File: config.mk
export PLATFORM = sky130hd
export DESIGN_NAME = gimbal_yaw_cascade_loop_flat
export DESIGN_NICKNAME = d
export VERILOG_FILES = /design/src/hw/rtl/gycl_pkg.sv /design/src/hw/rtl/gycl_in_if.sv /design/src/hw/rtl/gycl_out_if.sv /design/src/hw/rtl/gycl_cfg.sv /design/src/hw/rtl/gycl_qmul.sv /design/src/hw/rtl/gimbal_yaw_cascade_loop.sv /design/src/flat_wrapper.sv
export SDC_FILE = /design/constraint.sdc
export NUM_CORES = 2
export LEC_CHECK = 0
export ABC_AREA = 1
export BUFFER_PORTS_ARGS = -buffer_cell sky130_fd_sc_hd__buf_4
export CAP_MARGIN = 0
export CORE_ASPECT_RATIO = 0.8
export CORE_MARGIN = 10
export CORE_UTILIZATION = 65
export DETAILED_ROUTE_END_ITERATION = 6
export GPL_ROUTABILITY_DRIVEN = 0
export PLACE_DENSITY = 0.88
export SKIP_CTS_REPAIR_TIMING = 1
export SLEW_MARGIN = 5
export SYNTH_ARGS = -nofsm -noshare
export SYNTH_HDL_FRONTEND = slang
export SYNTH_HIERARCHICAL = 1
export SYNTH_SLANG_ARGS = --single-unit
File: constraint.sdc
create_clock -name i_clk -period 12.55 [get_ports i_clk]
set_input_delay 2.51 -clock i_clk [delete_from_list [all_inputs] [get_ports i_clk]]
set_output_delay 2.51 -clock i_clk [all_outputs]
set_load 0.05 [all_outputs]
File: src/hw/rtl/gycl_pkg.sv
// ----------------------------------------------------------------------------
// Gimbal yaw cascade loop package
// Shared widths, fixed-point constants, register codes, types and state
// encodings for the yaw cascade loop.
// ----------------------------------------------------------------------------
package gycl_pkg;

    // Encoder resolution; the degree scaling below assumes a power of two.
    localparam int ENCODER_COUNTS = 8192;
    localparam int ENC_SHIFT      = $clog2(ENCODER_COUNTS);

    localparam int ENC_W   = 13;
    localparam int DATA_W  = 32;
    localparam int DRIVE_W = 14;
    localparam int LIMIT_W = 13;
    localparam int ACC_W   = 64;
    localparam int MAG_W   = 62;
    localparam int PROD_W  = 64;
    localparam int DEG_W   = ENC_W + 27;
    localparam int PADDR_W = 4;

    localparam logic [LIMIT_W-1:0] CENTER_CAP = LIMIT_W'(1500);
    localparam logic [LIMIT_W-1:0] WORK_LIMIT = LIMIT_W'(4500);

    // Q16.16 constants, rounded to nearest.
    localparam logic signed [DATA_W-1:0] AUTO_OFFSET   = DATA_W'(244449);
    localparam logic [DATA_W-1:0]        AUTO_POS_GAIN = DATA_W'(537395);
    localparam logic [DATA_W-1:0]        AUTO_VEL_GAIN = DATA_W'(3604480);

    // Degrees per full turn in Q16.16.
    localparam logic [DEG_W-1:0] DEG_SCALE = DEG_W'(360 * 65536);

    // Multiply operands and products saturate at +-2^61.
    localparam logic [MAG_W-1:0]        SAT_MAG = {1'b1, {(MAG_W-1){1'b0}}};
    localparam logic signed [ACC_W-1:0] SAT_POS = $signed({2'b00, SAT_MAG});
    localparam logic signed [ACC_W-1:0] SAT_NEG = -SAT_POS;

    localparam logic [DATA_W-1:0] GAIN_RESET = DATA_W'(65536);

    typedef enum logic [1:0] {
        REG_ENC_CENTER = 2'd0,
        REG_POS_GAIN   = 2'd1,
        REG_VEL_GAIN   = 2'd2
    } t_reg_idx;

    typedef struct packed {
        logic [ENC_W-1:0]  encoder_center;
        logic [DATA_W-1:0] position_gain;
        logic [DATA_W-1:0] velocity_gain;
    } t_cfg;

    typedef struct packed {
        logic                      start;
        logic signed [ACC_W-1:0]   a;
        logic [DATA_W-1:0]         g;
    } t_qmul_req;

    typedef struct packed {
        logic             done;
        logic             neg;
        logic [MAG_W-1:0] mag;
    } t_qmul_rsp;

    typedef enum logic [1:0] {
        Q_IDLE,
        Q_LO,
        Q_HI,
        Q_SUM
    } t_qmul_state;

    typedef enum logic [3:0] {
        S_IDLE,
        S_OP1,
        S_MUL1,
        S_WAIT1,
        S_SUM,
        S_MUL2,
        S_WAIT2,
        S_OUT
    } t_seq_state;

endpackage

File: src/hw/rtl/gycl_in_if.sv
// ----------------------------------------------------------------------------
// Yaw loop input channel
// Valid/ready channel that carries one control tick's sensor item.
// ----------------------------------------------------------------------------
interface gycl_in_if;
    logic                                valid;
    logic                                ready;
    logic                                working;
    logic                                auto_aim;
    logic [gycl_pkg::ENC_W-1:0]          encoder_count;
    logic signed [gycl_pkg::DATA_W-1:0]  gyro_rate;
    logic signed [gycl_pkg::DATA_W-1:0]  yaw_angle;
    logic signed [gycl_pkg::DATA_W-1:0]  setpoint;
    logic signed [gycl_pkg::DATA_W-1:0]  vision_yaw;

    modport source (
        output valid, working, auto_aim, encoder_count, gyro_rate,
               yaw_angle, setpoint, vision_yaw,
        input  ready
    );

    modport sink (
        input  valid, working, auto_aim, encoder_count, gyro_rate,
               yaw_angle, setpoint, vision_yaw,
        output ready
    );
endinterface

File: src/hw/rtl/gycl_out_if.sv
// ----------------------------------------------------------------------------
// Yaw loop output channel
// Valid/ready channel that carries the drive command and updated setpoint.
// ----------------------------------------------------------------------------
interface gycl_out_if;
    logic                                valid;
    logic                                ready;
    logic signed [gycl_pkg::DRIVE_W-1:0] drive;
    logic signed [gycl_pkg::DATA_W-1:0]  setpoint_out;

    modport source (
        output valid, drive, setpoint_out,
        input  ready
    );

    modport sink (
        input  valid, drive, setpoint_out,
        output ready
    );
endinterface

File: src/hw/rtl/gycl_cfg.sv
// ----------------------------------------------------------------------------
// Yaw loop configuration registers
// APB-style register file holding the encoder center and the two loop gains.
// ----------------------------------------------------------------------------
module gycl_cfg (
    input  logic                           i_clk,
    input  logic                           i_rst_n,
    input  logic                           psel,
    input  logic                           penable,
    input  logic                           pwrite,
    input  logic [gycl_pkg::PADDR_W-1:0]   paddr,
    input  logic [gycl_pkg::DATA_W-1:0]    pwdata,
    output logic [gycl_pkg::DATA_W-1:0]    prdata,
    output logic                           pready,
    output gycl_pkg::t_cfg                 o_cfg
);
    import gycl_pkg::*;

    t_cfg     r_cfg;
    t_cfg     n_cfg;
    logic     wr_en;
    t_reg_idx reg_idx;

    assign pready  = 1'b1;
    assign wr_en   = psel && penable && pwrite;
    assign reg_idx = t_reg_idx'(paddr[PADDR_W-1:2]);

    always_comb begin
        n_cfg = r_cfg;
        if (wr_en) begin
            case (reg_idx)
                REG_ENC_CENTER: n_cfg.encoder_center = pwdata[ENC_W-1:0];
                REG_POS_GAIN:   n_cfg.position_gain  = pwdata;
                REG_VEL_GAIN:   n_cfg.velocity_gain  = pwdata;
                default:        n_cfg = r_cfg;
            endcase
        end
    end

    always_comb begin
        case (reg_idx)
            REG_ENC_CENTER: prdata = DATA_W'(r_cfg.encoder_center);
            REG_POS_GAIN:   prdata = r_cfg.position_gain;
            REG_VEL_GAIN:   prdata = r_cfg.velocity_gain;
            default:        prdata = '0;
        endcase
    end

    always_ff @(posedge i_clk) begin
        if (!i_rst_n) begin
            r_cfg.encoder_center <= '0;
            r_cfg.position_gain  <= GAIN_RESET;
            r_cfg.velocity_gain  <= GAIN_RESET;
        end else begin
            r_cfg <= n_cfg;
        end
    end

    assign o_cfg = r_cfg;

endmodule

File: src/hw/rtl/gycl_qmul.sv
// ----------------------------------------------------------------------------
// Yaw loop Q16.16 multiply unit
// Saturating sign-magnitude multiply of a value by an unsigned gain, built
// from two passes through one 32x32 multiplier.
// ----------------------------------------------------------------------------
module gycl_qmul (
    input  logic                  i_clk,
    input  logic                  i_rst_n,
    input  gycl_pkg::t_qmul_req   i_req,
    output gycl_pkg::t_qmul_rsp   o_rsp
);
    import gycl_pkg::*;

    t_qmul_state          r_state;
    t_qmul_state          n_state;
    logic [MAG_W-1:0]     r_m;
    logic [MAG_W-1:0]     n_m;
    logic                 r_neg;
    logic                 n_neg;
    logic [DATA_W-1:0]    r_g;
    logic [DATA_W-1:0]    n_g;
    logic [PROD_W-1:0]    r_lo;
    logic [PROD_W-1:0]    r_hi;
    logic [MAG_W-1:0]     r_mag;
    logic                 r_done;
    logic [DATA_W-1:0]    mul_x;
    logic [PROD_W-1:0]    mul_p;
    logic [ACC_W-1:0]     a_abs;
    logic                 a_over;
    logic [MAG_W:0]       sum_s;
    logic [MAG_W-1:0]     sum_mag;

    assign a_over = ($signed(i_req.a) > SAT_POS) || ($signed(i_req.a) < SAT_NEG);
    assign a_abs  = i_req.a[ACC_W-1] ? ACC_W'(-i_req.a) : ACC_W'(i_req.a);

    // Low word of the magnitude first, then the upper 30 bits.
    assign mul_x = (r_state == Q_LO) ? r_m[DATA_W-1:0]
                                     : DATA_W'(r_m[MAG_W-1:DATA_W]);
    assign mul_p = PROD_W'(mul_x) * PROD_W'(r_g);

    assign sum_s = {2'b00, r_hi[44:0], 16'b0} + {15'b0, r_lo[PROD_W-1:16]};

    always_comb begin
        if ((r_hi[PROD_W-1:45] != '0) || (sum_s > {1'b0, SAT_MAG})) begin
            sum_mag = SAT_MAG;
        end else begin
            sum_mag = sum_s[MAG_W-1:0];
        end
    end

    always_comb begin
        n_state = r_state;
        n_m     = r_m;
        n_neg   = r_neg;
        n_g     = r_g;
        case (r_state)
            Q_IDLE: begin
                if (i_req.start) begin
                    n_m     = a_over ? SAT_MAG : a_abs[MAG_W-1:0];
                    n_neg   = i_req.a[ACC_W-1];
                    n_g     = i_req.g;
                    n_state = Q_LO;
                end
            end
            Q_LO:    n_state = Q_HI;
            Q_HI:    n_state = Q_SUM;
            Q_SUM:   n_state = Q_IDLE;
            default: n_state = Q_IDLE;
        endcase
    end

    always_ff @(posedge i_clk) begin
        if (!i_rst_n) begin
            r_state <= Q_IDLE;
            r_done  <= 1'b0;
        end else begin
            r_state <= n_state;
            r_done  <= (r_state == Q_SUM);
        end
    end

    always_ff @(posedge i_clk) begin
        r_m   <= n_m;
        r_neg <= n_neg;
        r_g   <= n_g;
        if (r_state == Q_LO) begin
            r_lo <= mul_p;
        end
        if (r_state == Q_HI) begin
            r_hi <= mul_p;
        end
        if (r_state == Q_SUM) begin
            r_mag <= sum_mag;
        end
    end

    assign o_rsp.done = r_done;
    assign o_rsp.neg  = r_neg;
    assign o_rsp.mag  = r_mag;

endmodule

File: src/hw/rtl/gimbal_yaw_cascade_loop.sv
// ----------------------------------------------------------------------------
// Gimbal yaw cascade loop
// Position and velocity proportional stages for the yaw axis, one control
// tick per input item, with current limit ramp and output clamp.
// ----------------------------------------------------------------------------
// Each accepted item yields exactly one result item, loaded into the output
// register from S_OUT once both products are done. The edge that loads it
// returns the sequencer to idle, so the input is ready again while that
// result waits; no new item is taken before the previous result is loaded.
// The work is two chained Q16.16 products (position stage, then velocity
// stage), each made of two partial products on the one shared 32x32
// multiplier plus a combine step. If the previous result is still waiting
// in the output register when the next one is finished, the sequencer holds
// in its last state until the receiver takes it. The current limit is
// updated when an item is accepted; configuration registers may be written
// at any time the block is idle and apply to the next item.
module gimbal_yaw_cascade_loop (
    input  logic                          i_clk,
    input  logic                          i_rst_n,
    gycl_in_if.sink                       i_item,
    gycl_out_if.source                    o_result,
    input  logic                          psel,
    input  logic                          penable,
    input  logic                          pwrite,
    input  logic [gycl_pkg::PADDR_W-1:0]  paddr,
    input  logic [gycl_pkg::DATA_W-1:0]   pwdata,
    output logic [gycl_pkg::DATA_W-1:0]   prdata,
    output logic                          pready
);
    import gycl_pkg::*;

    t_cfg       cfg;
    t_qmul_req  qreq;
    t_qmul_rsp  qrsp;

    t_seq_state                 r_state;
    t_seq_state                 n_state;
    logic [LIMIT_W-1:0]         r_limit;
    logic [LIMIT_W-1:0]         n_limit;
    logic                       r_out_valid;
    logic                       n_out_valid;

    logic                       r_normal;
    logic                       r_auto;
    logic [ENC_W-1:0]           r_enc;
    logic signed [DATA_W-1:0]   r_gyro;
    logic signed [DATA_W-1:0]   r_angle;
    logic signed [DATA_W-1:0]   r_sp;
    logic signed [DATA_W-1:0]   r_vis;
    logic signed [ACC_W-1:0]    r_opa;
    logic signed [ACC_W-1:0]    n_opa;
    logic [DATA_W-1:0]          r_gain;
    logic [DATA_W-1:0]          n_gain;
    logic signed [ACC_W-1:0]    r_pos;
    logic signed [ACC_W-1:0]    n_pos;
    logic [LIMIT_W-1:0]         r_dmag;
    logic [LIMIT_W-1:0]         n_dmag;
    logic                       r_dneg;
    logic                       n_dneg;
    logic signed [DRIVE_W-1:0]  r_drive;
    logic signed [DATA_W-1:0]   r_sp_out;

    logic                       accept;
    logic                       load_out;
    logic                       auto_mode;
    logic                       manual_mode;
    logic                       pos_negate;
    logic                       vel_negate;
    logic [LIMIT_W-1:0]         limit_inc;
    logic signed [ENC_W:0]      enc_delta;
    logic [ENC_W-1:0]           enc_mag;
    logic [DEG_W-1:0]           deg_prod;
    logic [DEG_W-1:0]           deg_mag;
    logic signed [ACC_W-1:0]    deg_val;
    logic signed [ACC_W-1:0]    op1_val;
    logic signed [ACC_W-1:0]    mag_signed;

    gycl_cfg u_cfg (
        .i_clk   (i_clk),
        .i_rst_n (i_rst_n),
        .psel    (psel),
        .penable (penable),
        .pwrite  (pwrite),
        .paddr   (paddr),
        .pwdata  (pwdata),
        .prdata  (prdata),
        .pready  (pready),
        .o_cfg   (cfg)
    );

    gycl_qmul u_qmul (
        .i_clk   (i_clk),
        .i_rst_n (i_rst_n),
        .i_req   (qreq),
        .o_rsp   (qrsp)
    );

    assign i_item.ready = (r_state == S_IDLE);
    assign accept       = i_item.valid && (r_state == S_IDLE);
    assign load_out     = (r_state == S_OUT) && (!r_out_valid || o_result.ready);

    assign auto_mode   = r_normal && r_auto;
    assign manual_mode = r_normal && !r_auto;
    // Centering and manual negate the position product; centering and auto
    // negate the velocity product.
    assign pos_negate  = !auto_mode;
    assign vel_negate  = !manual_mode;

    assign limit_inc = r_limit + LIMIT_W'(1);

    // Encoder offset scaled to Q16.16 degrees, truncated toward zero.
    assign enc_delta = $signed({1'b0, r_enc}) - $signed({1'b0, cfg.encoder_center});
    assign enc_mag   = enc_delta[ENC_W] ? ENC_W'(-enc_delta) : enc_delta[ENC_W-1:0];
    assign deg_prod  = DEG_W'(enc_mag) * DEG_SCALE;
    assign deg_mag   = deg_prod >> ENC_SHIFT;
    assign deg_val   = enc_delta[ENC_W] ? -$signed(ACC_W'(deg_mag))
                                        : $signed(ACC_W'(deg_mag));

    always_comb begin
        if (!r_normal) begin
            op1_val = deg_val;
        end else if (!r_auto) begin
            op1_val = ACC_W'(r_sp) + ACC_W'(r_angle);
        end else if (r_vis == '0) begin
            // No vision target: zero position demand.
            op1_val = '0;
        end else begin
            op1_val = ACC_W'(r_vis) - ACC_W'(AUTO_OFFSET);
        end
    end

    assign mag_signed = $signed({2'b00, qrsp.mag});

    assign qreq.start = (r_state == S_MUL1) || (r_state == S_MUL2);
    assign qreq.a     = r_opa;
    assign qreq.g     = r_gain;

    always_comb begin
        n_state     = r_state;
        n_limit     = r_limit;
        n_opa       = r_opa;
        n_gain      = r_gain;
        n_pos       = r_pos;
        n_dmag      = r_dmag;
        n_dneg      = r_dneg;
        n_out_valid = r_out_valid;
        if (r_out_valid && o_result.ready) begin
            n_out_valid = 1'b0;
        end
        case (r_state)
            S_IDLE: begin
                if (accept) begin
                    if (!i_item.working) begin
                        n_limit = (limit_inc > CENTER_CAP) ? CENTER_CAP : limit_inc;
                    end else begin
                        n_limit = WORK_LIMIT;
                    end
                    n_state = S_OP1;
                end
            end
            S_OP1: begin
                n_opa   = op1_val;
                n_gain  = auto_mode ? AUTO_POS_GAIN : cfg.position_gain;
                n_state = S_MUL1;
            end
            S_MUL1: n_state = S_WAIT1;
            S_WAIT1: begin
                if (qrsp.done) begin
                    n_pos   = (qrsp.neg ^ pos_negate) ? -mag_signed : mag_signed;
                    n_state = S_SUM;
                end
            end
            S_SUM: begin
                n_opa   = manual_mode ? (r_pos - ACC_W'(r_gyro))
                                      : (r_pos + ACC_W'(r_gyro));
                n_gain  = auto_mode ? AUTO_VEL_GAIN : cfg.velocity_gain;
                n_state = S_MUL2;
            end
            S_MUL2: n_state = S_WAIT2;
            S_WAIT2: begin
                if (qrsp.done) begin
                    // Clamp to the limit, then drop the fraction.
                    if (qrsp.mag >= MAG_W'({r_limit, 16'b0})) begin
                        n_dmag = r_limit;
                    end else begin
                        n_dmag = qrsp.mag[LIMIT_W+15:16];
                    end
                    n_dneg  = qrsp.neg ^ vel_negate;
                    n_state = S_OUT;
                end
            end
            S_OUT: begin
                if (load_out) begin
                    n_out_valid = 1'b1;
                    n_state     = S_IDLE;
                end
            end
            default: n_state = S_IDLE;
        endcase
    end

    always_ff @(posedge i_clk) begin
        if (!i_rst_n) begin
            r_state     <= S_IDLE;
            r_limit     <= '0;
            r_out_valid <= 1'b0;
        end else begin
            r_state     <= n_state;
            r_limit     <= n_limit;
            r_out_valid <= n_out_valid;
        end
    end

    always_ff @(posedge i_clk) begin
        if (accept) begin
            r_normal <= i_item.working;
            r_auto   <= i_item.auto_aim;
            r_enc    <= i_item.encoder_count;
            r_gyro   <= i_item.gyro_rate;
            r_angle  <= i_item.yaw_angle;
            r_sp     <= i_item.setpoint;
            r_vis    <= i_item.vision_yaw;
        end
        r_opa  <= n_opa;
        r_gain <= n_gain;
        r_pos  <= n_pos;
        r_dmag <= n_dmag;
        r_dneg <= n_dneg;
        if (load_out) begin
            r_drive  <= r_dneg ? DRIVE_W'(-{1'b0, r_dmag}) : DRIVE_W'({1'b0, r_dmag});
            r_sp_out <= auto_mode ? -r_angle : r_sp;
        end
    end

    assign o_result.valid        = r_out_valid;
    assign o_result.drive        = r_drive;
    assign o_result.setpoint_out = r_sp_out;

endmodule
File: src/flat_wrapper.sv
// flat-port wrapper written by rule: the top's interface ports become plain ports
module gimbal_yaw_cascade_loop_flat import gycl_pkg::*;
  (i_clk, i_rst_n, psel, penable, pwrite, paddr, pwdata, prdata, pready, i_item_valid, i_item_working, i_item_auto_aim, i_item_encoder_count, i_item_gyro_rate, i_item_yaw_angle, i_item_setpoint, i_item_vision_yaw, i_item_ready, o_result_valid, o_result_drive, o_result_setpoint_out, o_result_ready);
  gycl_in_if i_item_i ();
  gycl_out_if o_result_i ();
  input  logic i_clk;
  input  logic i_rst_n;
  input  logic psel;
  input  logic penable;
  input  logic pwrite;
  input  logic [gycl_pkg::PADDR_W-1:0] paddr;
  input  logic [gycl_pkg::DATA_W-1:0] pwdata;
  output logic [gycl_pkg::DATA_W-1:0] prdata;
  output logic pready;
  input wire logic [$bits(i_item_i.valid)-1:0] i_item_valid;
  input wire logic [$bits(i_item_i.working)-1:0] i_item_working;
  input wire logic [$bits(i_item_i.auto_aim)-1:0] i_item_auto_aim;
  input wire logic [$bits(i_item_i.encoder_count)-1:0] i_item_encoder_count;
  input wire logic [$bits(i_item_i.gyro_rate)-1:0] i_item_gyro_rate;
  input wire logic [$bits(i_item_i.yaw_angle)-1:0] i_item_yaw_angle;
  input wire logic [$bits(i_item_i.setpoint)-1:0] i_item_setpoint;
  input wire logic [$bits(i_item_i.vision_yaw)-1:0] i_item_vision_yaw;
  output wire logic [$bits(i_item_i.ready)-1:0] i_item_ready;
  output wire logic [$bits(o_result_i.valid)-1:0] o_result_valid;
  output wire logic [$bits(o_result_i.drive)-1:0] o_result_drive;
  output wire logic [$bits(o_result_i.setpoint_out)-1:0] o_result_setpoint_out;
  input wire logic [$bits(o_result_i.ready)-1:0] o_result_ready;
  assign i_item_i.valid = i_item_valid;
  assign i_item_i.working = i_item_working;
  assign i_item_i.auto_aim = i_item_auto_aim;
  assign i_item_i.encoder_count = i_item_encoder_count;
  assign i_item_i.gyro_rate = i_item_gyro_rate;
  assign i_item_i.yaw_angle = i_item_yaw_angle;
  assign i_item_i.setpoint = i_item_setpoint;
  assign i_item_i.vision_yaw = i_item_vision_yaw;
  assign i_item_ready = i_item_i.ready;
  assign o_result_valid = o_result_i.valid;
  assign o_result_drive = o_result_i.drive;
  assign o_result_setpoint_out = o_result_i.setpoint_out;
  assign o_result_i.ready = o_result_ready;
  gimbal_yaw_cascade_loop u_core (.i_clk(i_clk), .i_rst_n(i_rst_n), .i_item(i_item_i), .o_result(o_result_i), .psel(psel), .penable(penable), .pwrite(pwrite), .paddr(paddr), .pwdata(pwdata), .prdata(prdata), .pready(pready));
endmodule
==> results.yml <==
global_routing:
  grt_pass1_vias: 70200
  antenna_found_initial: 4
  overflow: 0
  grt_max_degree: 98
  grt_pass1_wl_um: 384000
  grtUsageTotal: 0.367
logic_synthesis:
  yosys_warnings: 6
  ys.flop_type: "edfxtp_1"
  ys_ff_latch: 729
  ys_async_sr_fraction: 0
  ys_seq_area_frac: 0.269
  synth-edff-count: 632
  synth_xor_area_frac: 0.0372
  syn-mean-instance-area_um2: 8.23
  synth_top_family_by_area: "adder cells"
  synthMuxAreaShare: 0
  synth_compound_area_frac: 0.0682
  synthAdderAreaFrac: 0.310
  netlist_area_mm2: 0.0778
  yosys.area_share.simple: 0.214
  ys_types: 74
  synth_cells: 9456
  synth_nets: 11000
run_status:
  outcome: "finished, violations left"
  violations: "DRC"
setup_path:
  arrival_ns: 10.83
  worstSetupPathType: "reg2reg"
  cp_data_required_time_ns: 12.97
  worstPathMaxFanout: 37
  path_common_cell: "fa_1"
  cp-end-kind: "flop"
  cp-start-kind: "flop"
  slowest_delay_ns: 0.79
  critPathSlowestCell: "inv_1"
timing:
  fin_setup_tns_ns: 0
  worst_slew_pin_slew_ns: 1.33
  min_period_ns: 10.41
  min_period_over_period: 0.830
  setup-violations-final: 0
  fmax_mhz: 96.1
  rsz0062_at_grt: "false"
  final.setup_skew_ns: 0.0374
  slew_violations: 0
  slew_headroom: 0.104
  hold_viol: 0
cells_and_area:
  finish.instance_area_mm2: 0.0841
  mostFrequentLayoutCells: "nand2_1 (1835), inv_1 (1727), nor2_1 (1437)"
  final_common_cell: "nand2_1"
  area_growth_pct: 8.03
  diodes: 0
  fin_nets: 11200
  drive_gt1_frac: 0.0710
floorplan:
  rows: 113
  start_util: 0.655
  core_mm2: 0.119
  die_w_um: 407
  die_area_mm2: 0.134
  die_h_um: 329
  ios: 267
run:
  cap_violations: 0
cts:
  cts.clk_slew.worst_paths_ns: 0.06
  clockBufferDepth: 3
  h-tree-depth: 3
  cts_inserted_buffers: 81
  clkLatencyLatePin_ns: 0.68
  cts_tree: "yes"
  numClockSinks: 729
  cts_root_buf: "clkbuf_16"
drt:
  drtAntennaViolNets: 0
  firstDrtPassIters: 7
  routed_wl_um: 250000
  wl_per_cell_um: 22.3
  vias_per_cell: 6.23
  drt_iter0_markers: 11000
  vias: 69900
  drc: 59
place:
  dpl_cell_area_mm2: 0.0813
  hpwl_um: 190000
  numPortBuffers: 263
hold_path:
  hp-class: "reg2reg"
==> state kept, by name (all words and copies together), names as in the netlist, 2 cells and up <==
name                          cells
u_core/u_qmul/r_hi               64
u_core/r_pos                     64
u_core/r_gain                    32
u_core/r_vis                     32
u_core/o_result.drive            14
u_core/r_enc                     13
u_core/r_dmag                    13
u_core/u_qmul/r_mag              62
u_core/u_qmul/r_m                62
u_core/r_angle                   32
u_core/u_qmul/r_g                32
u_core/r_state                    3
u_core/r_sp                      32
u_core/r_limit                   13
u_core/o_result.setpoint_out     32
u_core/u_qmul/r_lo               48
u_core/u_qmul/r_state             2
u_core/r_opa                     64
u_core/u_cfg/o_cfg               77
u_core/r_gyro                    32
==> area by class of cell <==
cell class                      instances  area [um2]
Clock inverter                         44         531
Timing Repair Buffer                  347        2610
Clock buffer                          107        2250
Fill cell                            8191       34700
Sequential cell                       729       20900
Tap cell                             1552        1940
Inverter                             1764        6630
Multi-Input combinational cell       6673       49200
==> through the flow <==
stage          hold WS, ns  std cells  utilization  setup slack (ns)
3_5_place_dp         0.405      11100        0.684              2.55
2_1_floorplan        0.400       9456            -              2.16
6_report             0.407      11200        0.708              2.14
3_3_place_gp         0.400      11100        0.684              2.64
4_1_cts              0.411      11200        0.708              2.46
5_1_grt              0.414      11200        0.708              1.82
==> cell usage after synthesis, types with 10 or more instances <==
cell type	n	area (um2)
a21oi_1	338	1690
a21o_1	33	248
buf_2	15	75.1
nor4_1	57	357
edfxtp_1	632	19000
ha_1	467	5840
buf_1	20	75.1
o21ai_1	25	125
inv_1	1728	6490
nor2_1	1443	5420
dfxtp_1	97	1940
nand4_1	68	425
nand3_1	319	1600
inv_2	10	37.5
a31oi_1	65	407
or2_2	55	344
clkbuf_1	225	845
buf_6	13	146
o31ai_1	14	105
o21ai_0	328	1640
nand3_2	10	100
nor3_2	11	110
nand2_1	1837	6900
nor3_1	100	500
xor2_1	211	1850
nand3b_1	20	150
o211ai_1	14	105
o21a_1	26	195
o21bai_1	26	195
clkinv_1	25	93.8
nor2_2	24	150
a21boi_0	15	113
fa_1	914	18300
buf_4	15	113
xnor2_1	118	1030
nand2_2	47	294
==> layer usage <==
layer  wire [um]  share of wire  GRT usage
met1       83600           0.33      0.451
met3       41400           0.17      0.145
met4       19900          0.080      0.227
met5          47        0.00019          0
met2      105000           0.42      0.544
==> path summary, 6_finish.rpt <==
| kind | from | to | slack [ns] | cells past startpoint |
|---|---|---|---|---|
| worst min-delay path | u_core/r_gain[20]$_DFFE_PP_ | u_core/u_qmul/r_g[20]$_DFFE_PP_ | 0.41 | 0 |
| worst max register to register | u_core/u_qmul/r_state[1]$_SDFFE_PN0P_ | u_core/u_qmul/r_hi[63]$_DFFE_PP_ | 2.14 | 30 |
| worst min register to register | u_core/r_gain[20]$_DFFE_PP_ | u_core/u_qmul/r_g[20]$_DFFE_PP_ | 0.41 | 0 |
| worst max-delay path | u_core/u_qmul/r_state[1]$_SDFFE_PN0P_ | u_core/u_qmul/r_hi[63]$_DFFE_PP_ | 2.14 | 30 |
==> worst max-delay path, delay by kind of cell (launching register included) <==
family,cells,cell delay [ns]
AOI/OAI and AO/OA,4,1.69
adders and majority gates,10,4.63
buffers and inverters,7,1.82
DFF,1,0.33
and+or+nand+nor,9,1.63
==> cell families after synthesis <==
group | after synthesis
compound gates | 939
flops | 729
fa+ha+maj | 1381
other cells | 1
simple gates | 4022
buf+inv | 2054
xor+xnor | 330
Power is left out: the tool's default activity adds up to more than one toggle a clock period on the data nets, which glitch-free logic cannot reach.
